## src/rtl/core/esc_pkg.sv

```systemverilog
// Shared types, constants and arithmetic helpers for the sensor compensation block.
package esc_pkg;

    localparam int QDEPTH = 8;
    localparam int QAW    = 3;
    localparam int NSTG   = 82;
    localparam int DIVN   = 64;

    localparam logic [2:0] CFG_TCAL = 3'd0;
    localparam logic [2:0] CFG_PA   = 3'd1;
    localparam logic [2:0] CFG_PB   = 3'd2;
    localparam logic [2:0] CFG_PC   = 3'd3;
    localparam logic [2:0] CFG_HCAL = 3'd4;

    localparam logic [1:0] ACT_TEMP = 2'd0;
    localparam logic [1:0] ACT_PRES = 2'd1;
    localparam logic [1:0] ACT_HUM  = 2'd2;

    localparam logic [63:0] PRES_T_OFS = 64'd128000;
    localparam logic [63:0] PRES_ONE47 = 64'h0000_8000_0000_0000;
    localparam logic [63:0] PRES_FULL  = 64'd1048576;
    localparam logic [63:0] PRES_SCALE = 64'd3125;
    localparam logic [31:0] HUM_T_OFS  = 32'd76800;
    localparam logic [31:0] HUM_MAX    = 32'd419430400;
    localparam logic [31:0] HUM_RND_A  = 32'd16384;
    localparam logic [31:0] HUM_OFS_D  = 32'd2097152;
    localparam logic [31:0] HUM_OFS_C  = 32'd32768;
    localparam logic [31:0] HUM_RND_E  = 32'd8192;
    localparam logic [31:0] TEMP_RND   = 32'd128;

    typedef struct packed {
        logic [1:0]  action;
        logic [19:0] raw_temperature;
        logic [19:0] raw_measurement;
    } t_in;

    typedef struct packed {
        logic signed [31:0] result_value;
        logic signed [31:0] fine_temp_out;
        logic               divide_by_zero;
    } t_out;

    typedef struct packed {
        logic [1:0]  action;
        logic [31:0] fine;
        logic [19:0] raw;
    } t_item;

    typedef struct packed {
        logic [1:0]  action;
        logic [31:0] fine;
        logic [19:0] raw;
        logic [31:0] aux;
        logic        dz;
    } t_tok;

    // Partial products of a 64x64 multiply that keeps the low 64 bits.
    typedef struct packed {
        logic [63:0] ll;
        logic [31:0] x;
    } t_mpart;

    function automatic t_mpart mul_part(input logic [63:0] a, input logic [63:0] b);
        t_mpart m;
        m.ll = 64'(a[31:0]) * 64'(b[31:0]);
        m.x  = 32'(a[31:0] * b[63:32]) + 32'(a[63:32] * b[31:0]);
        return m;
    endfunction

    function automatic logic [63:0] mul_sum(input t_mpart m);
        return m.ll + {m.x, 32'd0};
    endfunction

    function automatic logic [63:0] sx16_64(input logic [15:0] v);
        return {{48{v[15]}}, v};
    endfunction

    function automatic logic [31:0] sx16_32(input logic [15:0] v);
        return {{16{v[15]}}, v};
    endfunction

    function automatic logic [31:0] sx12_32(input logic [11:0] v);
        return {{20{v[11]}}, v};
    endfunction

    function automatic logic [31:0] sx8_32(input logic [7:0] v);
        return {{24{v[7]}}, v};
    endfunction

endpackage

```

## src/rtl/core/esc_queue.sv

```systemverilog
// Short queue that decouples the front end from the compute back end.
module esc_queue import esc_pkg::*; (
    input  logic         i_clk,
    input  logic         i_rst_n,
    input  logic         i_push,
    input  t_item        i_data,
    input  logic         i_pop,
    output logic         o_empty,
    output t_item        o_data,
    output logic [QAW:0] o_count
);

    t_item           r_mem [QDEPTH];
    logic [QAW-1:0]  r_wp, r_rp;
    logic [QAW:0]    r_cnt;

    always_ff @(posedge i_clk) begin
        if (!i_rst_n) begin
            r_wp  <= '0;
            r_rp  <= '0;
            r_cnt <= '0;
        end else begin
            if (i_push) r_wp <= r_wp + 1'b1;
            if (i_pop)  r_rp <= r_rp + 1'b1;
            r_cnt <= r_cnt + (QAW+1)'(i_push) - (QAW+1)'(i_pop);
        end
    end

    always_ff @(posedge i_clk) begin
        if (i_push) r_mem[r_wp] <= i_data;
    end

    assign o_empty = (r_cnt == '0);
    assign o_data  = r_mem[r_rp];
    assign o_count = r_cnt;

endmodule

```

## config.mk

```make
export PLATFORM = sky130hd
export DESIGN_NAME = esc_queue
export DESIGN_NICKNAME = d
export VERILOG_FILES = /design/src/rtl/core/esc_pkg.sv /design/src/rtl/core/esc_queue.sv
export SDC_FILE = /design/constraint.sdc
export NUM_CORES = 1
export LEC_CHECK = 0
export ABC_AREA = 1
export BUFFER_PORTS_ARGS = -buffer_cell sky130_fd_sc_hd__clkbuf_2
export CORE_ASPECT_RATIO = 0.8
export CORE_MARGIN = 5
export CORE_UTILIZATION = 60
export DETAILED_ROUTE_END_ITERATION = 6
export PLACE_DENSITY = 0.79
export SYNTH_ARGS = -nofsm -noshare
export SYNTH_HDL_FRONTEND = slang
export SYNTH_SLANG_ARGS = --single-unit
```

## constraint.sdc

```tcl
create_clock -name i_clk -period 11.99 [get_ports i_clk]
set_input_delay 2.398 -clock i_clk [delete_from_list [all_inputs] [get_ports i_clk]]
set_output_delay 2.398 -clock i_clk [all_outputs]
set_load 0.05 [all_outputs]
```

==> metrics.txt <==
status complete, no violations; initial antenna violation count 4; net switching power figure 0.936 mW; vias per cell roughly 5.1; multi-input logic area between 4000 and 5000 sq um; syn nets 2012; FFs w/ async S/R, synth 0; FF+latch area 13200 sq um; TritonCTS buffer count 43; Critical-path top delay cell buf_4; Layout Area Growth over Synthesis 11.1%; DR WL/cell 16.6 um; RSZ-0062 raised after global routing false; Final period util 0.499; die height 171 um; CP Cell Sequence inv_6 -> buf_4 -> nand2_1 -> nand3_1 -> nand2_1 -> nand2_1 -> nand2_1 -> clkbuf_2; Clock Latency Late Sink roughly 0.55 ns; Max stage delay on crit path 0.84 ns; Crit Path Class flop to primary output; Sink Count roughly 450; total setup buffers inserted after CTS 0; num rows 59; Clock Tree Buf Depth 3; Hold Path Class flop to flop; Pleak 10.0 nW; gpl congestion roughly 0.75; port bufs approximately 120; TNS Setup 0 ns; fillcell total roughly 2300; Setup Skew ~0.010 ns; Mapped Area 19400 sq um; switching fraction of total power 0.264; hold slack 0.511 ns; Yosys reg bits 445; CTS resizes 0; Combinational Power Share 0.135; cell count after synthesis about 2000; power share of the clock group 0.366; maximum vdd ir drop 0.135 mV; Hold Crit Depth 2; ANT nets after route 0; Synth cell types 19; layout net count about 2100; cts hold-fix bufs 0; Flop pwr share 0.499; Ys Warns 0; Synth area leader edfxtp_1; post-synthesis sequential area ratio 0.681; CP bufs+invs 3; largest net degree at the start of global routing approximately 130; TritonRoute pass-1 iters 5; P_int roughly 2.6 mW; fmax ~0.17 GHz; Initial Utilization 0.602; CP most frequent cell nand2_1; clk root buf clkbuf_16; die footprint approximately 36000 sq um; Iteration-0 DRC Markers 1127; crit path capture type primary output; largest cells by area after synthesis edfxtp_1 67%, nand2_1 14%, inv_1 8.6%; DRC 0; number of global-route vias before repair roughly 12000; cell depth of the worst setup path 8; Pwr Density 164 nW/um^2; Clock Pin Slew Worst Setup and Hold Paths 0.06 ns; setup violators final 0; CP top delay family buffers and inverters; DP Wirelength between 20000 and 25000 um; Final Hold Fails 0; Congestion Overflow GR 0; Min Clock Period, post-route roughly 6 ns; WP data required 9.59 ns; Syn Area/Cell between 9 and 10 sq um; I/O pin cnt between 100 and 150; most common cell in the netlist nand2_1; die width around 210 um; Post-synth EDFFs 432; Routed WL between 40000 and 50000 um; CTS tree yes; cell depth of the worst flop-to-flop path 3; Core ar. ~32000 sq um; H-tree depth 2; Tot GR Track Use 0.229; relative slew slack 0.271; Max Cap Viol 0; layout cells sized above 1 0.0979; first-pass GRT wire length 64900 um; Synth top cells by count 715 x nand2_1, 447 x inv_1, 432 x edfxtp_1, 218 x nand3_1, 38 x buf_2; arrival time at the worst endpoint about 3.6 ns; Max Slew Vio Count 0; Slew @ Worst Pin between 1 and 1.5 ns; Yosys top cell area share 0.668; vias 12759; crit path max fanout about 130; startpoint type of the worst setup path flop; Main synth FF type edfxtp_1
## stage by stage
| stage | total power, mW | utilization | cells | worst slack, ns | area [sq um] |
|---|---|---|---|---|---|
| final | 3.54 | 0.669 | 2501 | 6.01 | 21600 |
| after detailed placement | 2.28 | 0.627 | 2423 | 6.60 | 20200 |
| after CTS | 3.57 | 0.669 | 2500 | 5.99 | 21600 |
| after floorplan | 2.16 | - | 1946 | 6.49 | 19400 |
| after global routing | 3.69 | 0.669 | 2500 | 5.71 | 21600 |
| after global placement | 2.27 | 0.627 | 2423 | 6.70 | 20200 |
## worst register-to-register path: cells and delay by family, from the launching register on
kind / cells / cell delay (ns)
flops: 1 / 0.33
buf+inv: 1 / 0.60
simple gates: 2 / 1.26
## flip-flops by register name (all words and copies together) (netlist names), named ones only
| signal | cells |
|---|---|
| r_mem | 432 |
| r_wp | 3 |
| o_count | 4 |
| r_rp | 3 |
## power by group through the flow
stage	Combinational [mW]	Sequential (mW)	Clock (mW)
floorplan	0.353	1.81	0
global placement	0.467	1.80	0
detailed placement	0.479	1.80	0
CTS	0.482	1.77	1.32
global route	0.527	1.77	1.39
finish	0.478	1.77	1.30
## worst paths after layout
path | from | endpoint | slack, ns
worst max-delay path | flop | o_data[39] | 6.01
worst max register to register | r_wp[0] | r_mem[6][48] | 9.44
worst min-delay path | r_wp[0] | r_wp[0] | 0.51
worst min register to register | r_wp[0] | r_wp[0] | 0.51
## cell usage in the layout, fill, tap and decap left out
cell / synthesis / layout
clkinv_1: 0 / 10
clkbuf_1: 15 / 11
or2_2: 2 / 2
bufinv_16: 0 / 3
inv_1: 447 / 447
clkbuf_2: 0 / 116
dfxtp_4: 0 / 2
nor2_4: 0 / 8
ha_1: 7 / 7
edfxtp_1: 432 / 432
clkbuf_16: 0 / 45
a21oi_1: 7 / 7
fa_1: 1 / 1
inv_6: 0 / 1
inv_2: 1 / 1
nand3_1: 218 / 218
o21ai_0: 4 / 4
clkinvlp_4: 0 / 1
xnor2_1: 1 / 1
buf_4: 8 / 15
nor2_1: 15 / 7
dfxtp_1: 13 / 10
inv_4: 2 / 1
diode_2: 0 / 1
clkinv_2: 0 / 7
dfxtp_2: 0 / 1
nand2_1: 715 / 715
## cells by family after synthesis
logic type / share of synthesized area
adders and majority gates: 0.00554
and+or+nand+nor: 0.198
DFF: 0.681
AOI/OAI and AO/OA: 0.00283
buffers and inverters: 0.112
xor gates and xnor gates: 0.000451
## metal layers
| metal | vias to the layer above | share of wire | global-route usage |
|---|---|---|---|
| met5 | - | 0.0014 | 0 |
| met4 | 8 | 0.026 | 0.0761 |
| met3 | 90 | 0.075 | 0.0462 |
| met2 | 434 | 0.50 | 0.388 |
| met1 | 5990 | 0.40 | 0.302 |
| li1 | 6237 | - | - |
## area by class of cell
cell class,instances,share of cell area
clock inverter,21,0.00788
clock buffer,56,0.0541
inverter,450,0.0786
multi-input combinational,970,0.189
tap,427,0.0248
sequential,445,0.614
antenna,1,0.000116
timing repair buffer,131,0.0321
No activity file was read; power rests on OpenSTA's default activity.
