### config.mk
export PLATFORM = sky130hd
export DESIGN_NAME = esc_front
export DESIGN_NICKNAME = d
export VERILOG_FILES = /design/src/rtl/core/esc_pkg.sv /design/src/rtl/core/esc_front.sv
export SDC_FILE = /design/constraint.sdc
export NUM_CORES = 2
export LEC_CHECK = 0
export ABC_AREA = 1
export BUFFER_PORTS_ARGS = -buffer_cell sky130_fd_sc_hd__buf_4
export CORE_MARGIN = 8
export CORE_UTILIZATION = 36
export DETAILED_ROUTE_END_ITERATION = 10
export PLACE_DENSITY_LB_ADDON = 0.25
export SLEW_MARGIN = 20
export SYNTH_ARGS = -nofsm -noshare
export SYNTH_HDL_FRONTEND = slang
export SYNTH_SLANG_ARGS = --single-unit
export TNS_END_PERCENT = 5
### constraint.sdc
create_clock -name i_clk -period 8.5 [get_ports i_clk]
set_input_delay 1.7 -clock i_clk [delete_from_list [all_inputs] [get_ports i_clk]]
set_output_delay 1.7 -clock i_clk [all_outputs]
set_load 0.1 [all_outputs]
### src/rtl/core/esc_pkg.sv
// Shared types, constants and arithmetic helpers for the sensor compensation block.
package esc_pkg;

    localparam int QDEPTH = 8;
    localparam int QAW    = 3;
    localparam int NSTG   = 82;
    localparam int DIVN   = 64;

    localparam logic [2:0] CFG_TCAL = 3'd0;
    localparam logic [2:0] CFG_PA   = 3'd1;
    localparam logic [2:0] CFG_PB   = 3'd2;
    localparam logic [2:0] CFG_PC   = 3'd3;
    localparam logic [2:0] CFG_HCAL = 3'd4;

    localparam logic [1:0] ACT_TEMP = 2'd0;
    localparam logic [1:0] ACT_PRES = 2'd1;
    localparam logic [1:0] ACT_HUM  = 2'd2;

    localparam logic [63:0] PRES_T_OFS = 64'd128000;
    localparam logic [63:0] PRES_ONE47 = 64'h0000_8000_0000_0000;
    localparam logic [63:0] PRES_FULL  = 64'd1048576;
    localparam logic [63:0] PRES_SCALE = 64'd3125;
    localparam logic [31:0] HUM_T_OFS  = 32'd76800;
    localparam logic [31:0] HUM_MAX    = 32'd419430400;
    localparam logic [31:0] HUM_RND_A  = 32'd16384;
    localparam logic [31:0] HUM_OFS_D  = 32'd2097152;
    localparam logic [31:0] HUM_OFS_C  = 32'd32768;
    localparam logic [31:0] HUM_RND_E  = 32'd8192;
    localparam logic [31:0] TEMP_RND   = 32'd128;

    typedef struct packed {
        logic [1:0]  action;
        logic [19:0] raw_temperature;
        logic [19:0] raw_measurement;
    } t_in;

    typedef struct packed {
        logic signed [31:0] result_value;
        logic signed [31:0] fine_temp_out;
        logic               divide_by_zero;
    } t_out;

    typedef struct packed {
        logic [1:0]  action;
        logic [31:0] fine;
        logic [19:0] raw;
    } t_item;

    typedef struct packed {
        logic [1:0]  action;
        logic [31:0] fine;
        logic [19:0] raw;
        logic [31:0] aux;
        logic        dz;
    } t_tok;

    // Partial products of a 64x64 multiply that keeps the low 64 bits.
    typedef struct packed {
        logic [63:0] ll;
        logic [31:0] x;
    } t_mpart;

    function automatic t_mpart mul_part(input logic [63:0] a, input logic [63:0] b);
        t_mpart m;
        m.ll = 64'(a[31:0]) * 64'(b[31:0]);
        m.x  = 32'(a[31:0] * b[63:32]) + 32'(a[63:32] * b[31:0]);
        return m;
    endfunction

    function automatic logic [63:0] mul_sum(input t_mpart m);
        return m.ll + {m.x, 32'd0};
    endfunction

    function automatic logic [63:0] sx16_64(input logic [15:0] v);
        return {{48{v[15]}}, v};
    endfunction

    function automatic logic [31:0] sx16_32(input logic [15:0] v);
        return {{16{v[15]}}, v};
    endfunction

    function automatic logic [31:0] sx12_32(input logic [11:0] v);
        return {{20{v[11]}}, v};
    endfunction

    function automatic logic [31:0] sx8_32(input logic [7:0] v);
        return {{24{v[7]}}, v};
    endfunction

endpackage

### src/rtl/core/esc_front.sv
// Front end: accepts items and works out the fine temperature in three stages.
module esc_front import esc_pkg::*; (
    input  logic        i_clk,
    input  logic        i_rst_n,
    input  logic        i_acc,
    input  t_in         i_in,
    input  logic [47:0] i_tcal,
    output logic        o_valid,
    output t_item       o_item,
    output logic [1:0]  o_inflight
);

    logic [15:0] t1;
    logic [31:0] t2, t3, dx, dd;
    logic [2:0]  r_vld;
    logic [31:0] r_ma, r_dd, r_a, r_bm, r_fine;
    logic [1:0]  r_act [3];
    logic [19:0] r_raw [3];

    assign t1 = i_tcal[15:0];
    assign t2 = sx16_32(i_tcal[31:16]);
    assign t3 = sx16_32(i_tcal[47:32]);
    assign dx = {15'd0, i_in.raw_temperature[19:3]} - {15'd0, t1, 1'b0};
    assign dd = {16'd0, i_in.raw_temperature[19:4]} - {16'd0, t1};

    always_ff @(posedge i_clk) begin
        if (!i_rst_n) begin
            r_vld <= '0;
        end else begin
            r_vld <= {r_vld[1:0], i_acc};
        end
    end

    always_ff @(posedge i_clk) begin
        r_ma     <= dx * t2;
        r_dd     <= dd * dd;
        r_act[0] <= i_in.action;
        r_raw[0] <= i_in.raw_measurement;
        r_a      <= 32'($signed(r_ma) >>> 11);
        r_bm     <= 32'($signed(r_dd) >>> 12) * t3;
        r_act[1] <= r_act[0];
        r_raw[1] <= r_raw[0];
        r_fine   <= r_a + 32'($signed(r_bm) >>> 14);
        r_act[2] <= r_act[1];
        r_raw[2] <= r_raw[1];
    end

    assign o_valid     = r_vld[2];
    assign o_item      = '{action: r_act[2], fine: r_fine, raw: r_raw[2]};
    assign o_inflight  = {1'b0, r_vld[0]} + {1'b0, r_vld[1]} + {1'b0, r_vld[2]};

endmodule

==> flow_summary.json <==
{
  "path_buf_inv": 11,
  "hpwl_mm": 81.29,
  "critical_path_class": "primary input to flop",
  "synth_nets": 5664,
  "clock_skew_ps": 7.939,
  "die_height_um": 336.2,
  "maxCapViolations": 0,
  "final_util_pct": 40.21,
  "cts-resized-gates": 0,
  "finalWeightedCongestion": 0.9075,
  "netlist_instances": 4477,
  "slowest_delay_ps": 550,
  "grt_pass1_vias": 29870,
  "synth_warnings": 0,
  "hold_violations": 0,
  "drt_pass1_iterations": 6,
  "finalCritPeriodShare_pct": 95.38,
  "holdWs_ps": 323.8,
  "clk_transition_reported_paths_ps": 60,
  "initial_core_util_pct": 36.27,
  "holdPathEnd": "r_raw[0][34]",
  "wire_per_inst_um": 15.78,
  "portBuffers": 146,
  "vias": 27730,
  "hp-class": "flop to flop",
  "die_area_mm2": 0.1130,
  "cts_tree": "yes",
  "die_w_um": 336.2,
  "cp_slowest_cell": "fa_1",
  "ant_nets": 0,
  "worstSetupStartpointType": "primary input",
  "reg2regPathDepth": 20,
  "grt_max_degree": 27,
  "nNetsFinal": 5829,
  "syn_area_mm2": 0.03691,
  "ff2ff_setup_slack_ps": 1970,
  "drive_gt1_share_pct": 8.595,
  "hold-path-cell-count": 0,
  "cp_top_family": "adder cells",
  "coreArea_mm2": 0.1017,
  "grt_pass1_wl_mm": 157.8,
  "yosysSeqAreaShare_pct": 9.276,
  "cts_buffers": 17,
  "slew_viol_final": 0,
  "synth-seq-cells": 171,
  "multi_input_area_mm2": 0.02804,
  "io_pins": 150,
  "setup_viol": 0,
  "clock_latency_ps": 440,
  "fmax_mhz": 123.3,
  "hold_path_startpoint": "r_raw[0][14]",
  "endpoint_kind": "flop",
  "grt_antenna_before_repair": 0,
  "period_needed_ps": 8107,
  "drcViolationCount": 0,
  "status": "finished, final reports clean",
  "cts_sinks": 171,
  "reg2reg_from": "r_dd[31]",
  "wl_mm": 95.03,
  "cts_max_level": 4,
  "grtUsageTotal_pct": 17.52,
  "postCtsHoldBufs": 0,
  "postCtsSetupBuffers": 0,
  "worst-path-max-fanout": 11,
  "cp.arrival_ps": 8490,
  "relSlewSlack_pct": 31.28,
  "ys_types": 49,
  "syn2layout_area_growth_pct": 10.85,
  "worst_pin_slew_ps": 1029,
  "worstPathRequired_ps": 8890,
  "syn_area_per_cell_um2": 8.243,
  "overflow": 0,
  "fp-row-count": 117,
  "clock_path_buffers": 2,
  "num_antenna_cells": 0,
  "clockRootBuffer": "clkbuf_16",
  "r2r_end": "r_bm[31]",
  "viasPerCell": 4.605,
  "fillers": 10370,
  "seqCellArea_mm2": 0.003423,
  "drtIter0Drc": 1358
}
==> area by class of cell <==
cell class / instances / area share, %
clock buffers: 20 / 1.116
multi-input cells: 2904 / 68.53
repair buffers: 301 / 6.013
inverters: 1247 / 11.45
flip-flops and latches: 171 / 8.368
clock inverters: 11 / 0.3303
well taps: 1368 / 4.184
==> cell usage in the layout (no fill, tap or decap), types with 5 or more instances in the layout <==
| master | instances |
|---|---|
| nand4_1 | 19 |
| or2_2 | 22 |
| nand3_1 | 80 |
| fa_1 | 816 |
| nand3b_1 | 10 |
| a31oi_1 | 10 |
| dfxtp_1 | 171 |
| nor3_1 | 18 |
| buf_12 | 16 |
| xnor2_1 | 26 |
| xor2_1 | 66 |
| o21ai_1 | 5 |
| ha_1 | 278 |
| clkbuf_16 | 17 |
| inv_1 | 1233 |
| o21bai_1 | 16 |
| a21o_1 | 15 |
| a21oi_1 | 139 |
| nor4_1 | 5 |
| buf_4 | 285 |
| a21boi_0 | 6 |
| nand2_2 | 19 |
| nand2_1 | 927 |
| nor2_1 | 321 |
| o21ai_0 | 69 |
| inv_2 | 9 |
==> Yosys cell counts, drive strengths merged <==
cell type / n / area, um^2
ha: 278 / 3478
a21boi: 6 / 45.04
and3: 2 / 12.51
dfxtp: 171 / 3423
o221ai: 3 / 26.28
fa: 816 / 16340
a21oi: 142 / 718.2
o31ai: 2 / 15.01
clkinv: 3 / 11.26
inv: 1244 / 4674
o311ai: 1 / 8.760
o21ai: 74 / 370.3
nor4: 5 / 31.28
nand4: 20 / 131.4
or2: 25 / 156.4
buf: 73 / 466.7
clkbuf: 82 / 307.8
o211ai: 4 / 30.03
nand3: 83 / 430.4
nor3b: 2 / 15.01
nand3b: 10 / 75.07
xor2: 68 / 621.8
nor2b: 1 / 6.260
nand2: 948 / 3618
o21bai: 16 / 120.1
a21o: 15 / 112.6
xnor2: 28 / 252.8
o21a: 2 / 15.01
nor3: 18 / 90.09
a31oi: 10 / 62.56
a31o: 1 / 8.760
nor2: 324 / 1234
==> state kept, by name, summed over array words and instances, names as in the netlist <==
signal / cells
r_bm: 18
r_vld: 3
r_a: 21
r_fine: 22
r_ma: 21
r_act: 6
r_raw: 60
r_dd: 20
==> layer usage <==
layer / GRT usage (%) / wire length, um / vias to the layer above
li1: - / - / 13170
met1: 23.43 / 42360 / 13810
met2: 30.04 / 45490 / 649
met3: 2.607 / 5223 / 103
met4: 3.805 / 1957 / 0
met5: 0 / 0 / -
==> how the worst max path moves through the flow <==
stage	startpoint	endpoint	depth (start not counted)
after CTS	i_in[24]	r_ma[21]	33
final	i_in[24]	r_ma[19]	34
after detailed placement	i_in[24]	r_ma[21]	33
after global routing	i_in[24]	r_ma[31]	31
after floorplan	i_in[24]	r_dd[27]	29
after global placement	i_in[24]	r_dd[31]	31
==> stage by stage <==
stage	setup TNS, ps	cell area, um^2	worst slack (ps)	instances
floorplan	0	36910	496.4	4477
CTS	0	40890	361.6	6022
finish	0	40910	392.9	6022
global placement	-139.0	40300	-58.14	5991
detailed placement	-345.0	40300	-101.3	5991
global route	-14.02	40910	-9.263	6022
==> cell families (layout without fill, tap and decap cells) <==
family | count (synthesis) | count (layout) | share of synthesized area, %
adder cells (fa/ha/maj) | 1094 | 1094 | 53.69
AND/OR/NAND/NOR | 1438 | 1438 | 15.72
buffers and inverters | 1402 | 1579 | 14.80
AO/OA/AOI/OAI | 276 | 276 | 4.153
flip-flops | 171 | 171 | 9.276
XOR/XNOR | 96 | 96 | 2.370
Power is not shown: default switching activity piles up to over one toggle a cycle in this logic, so the estimate is an artifact.
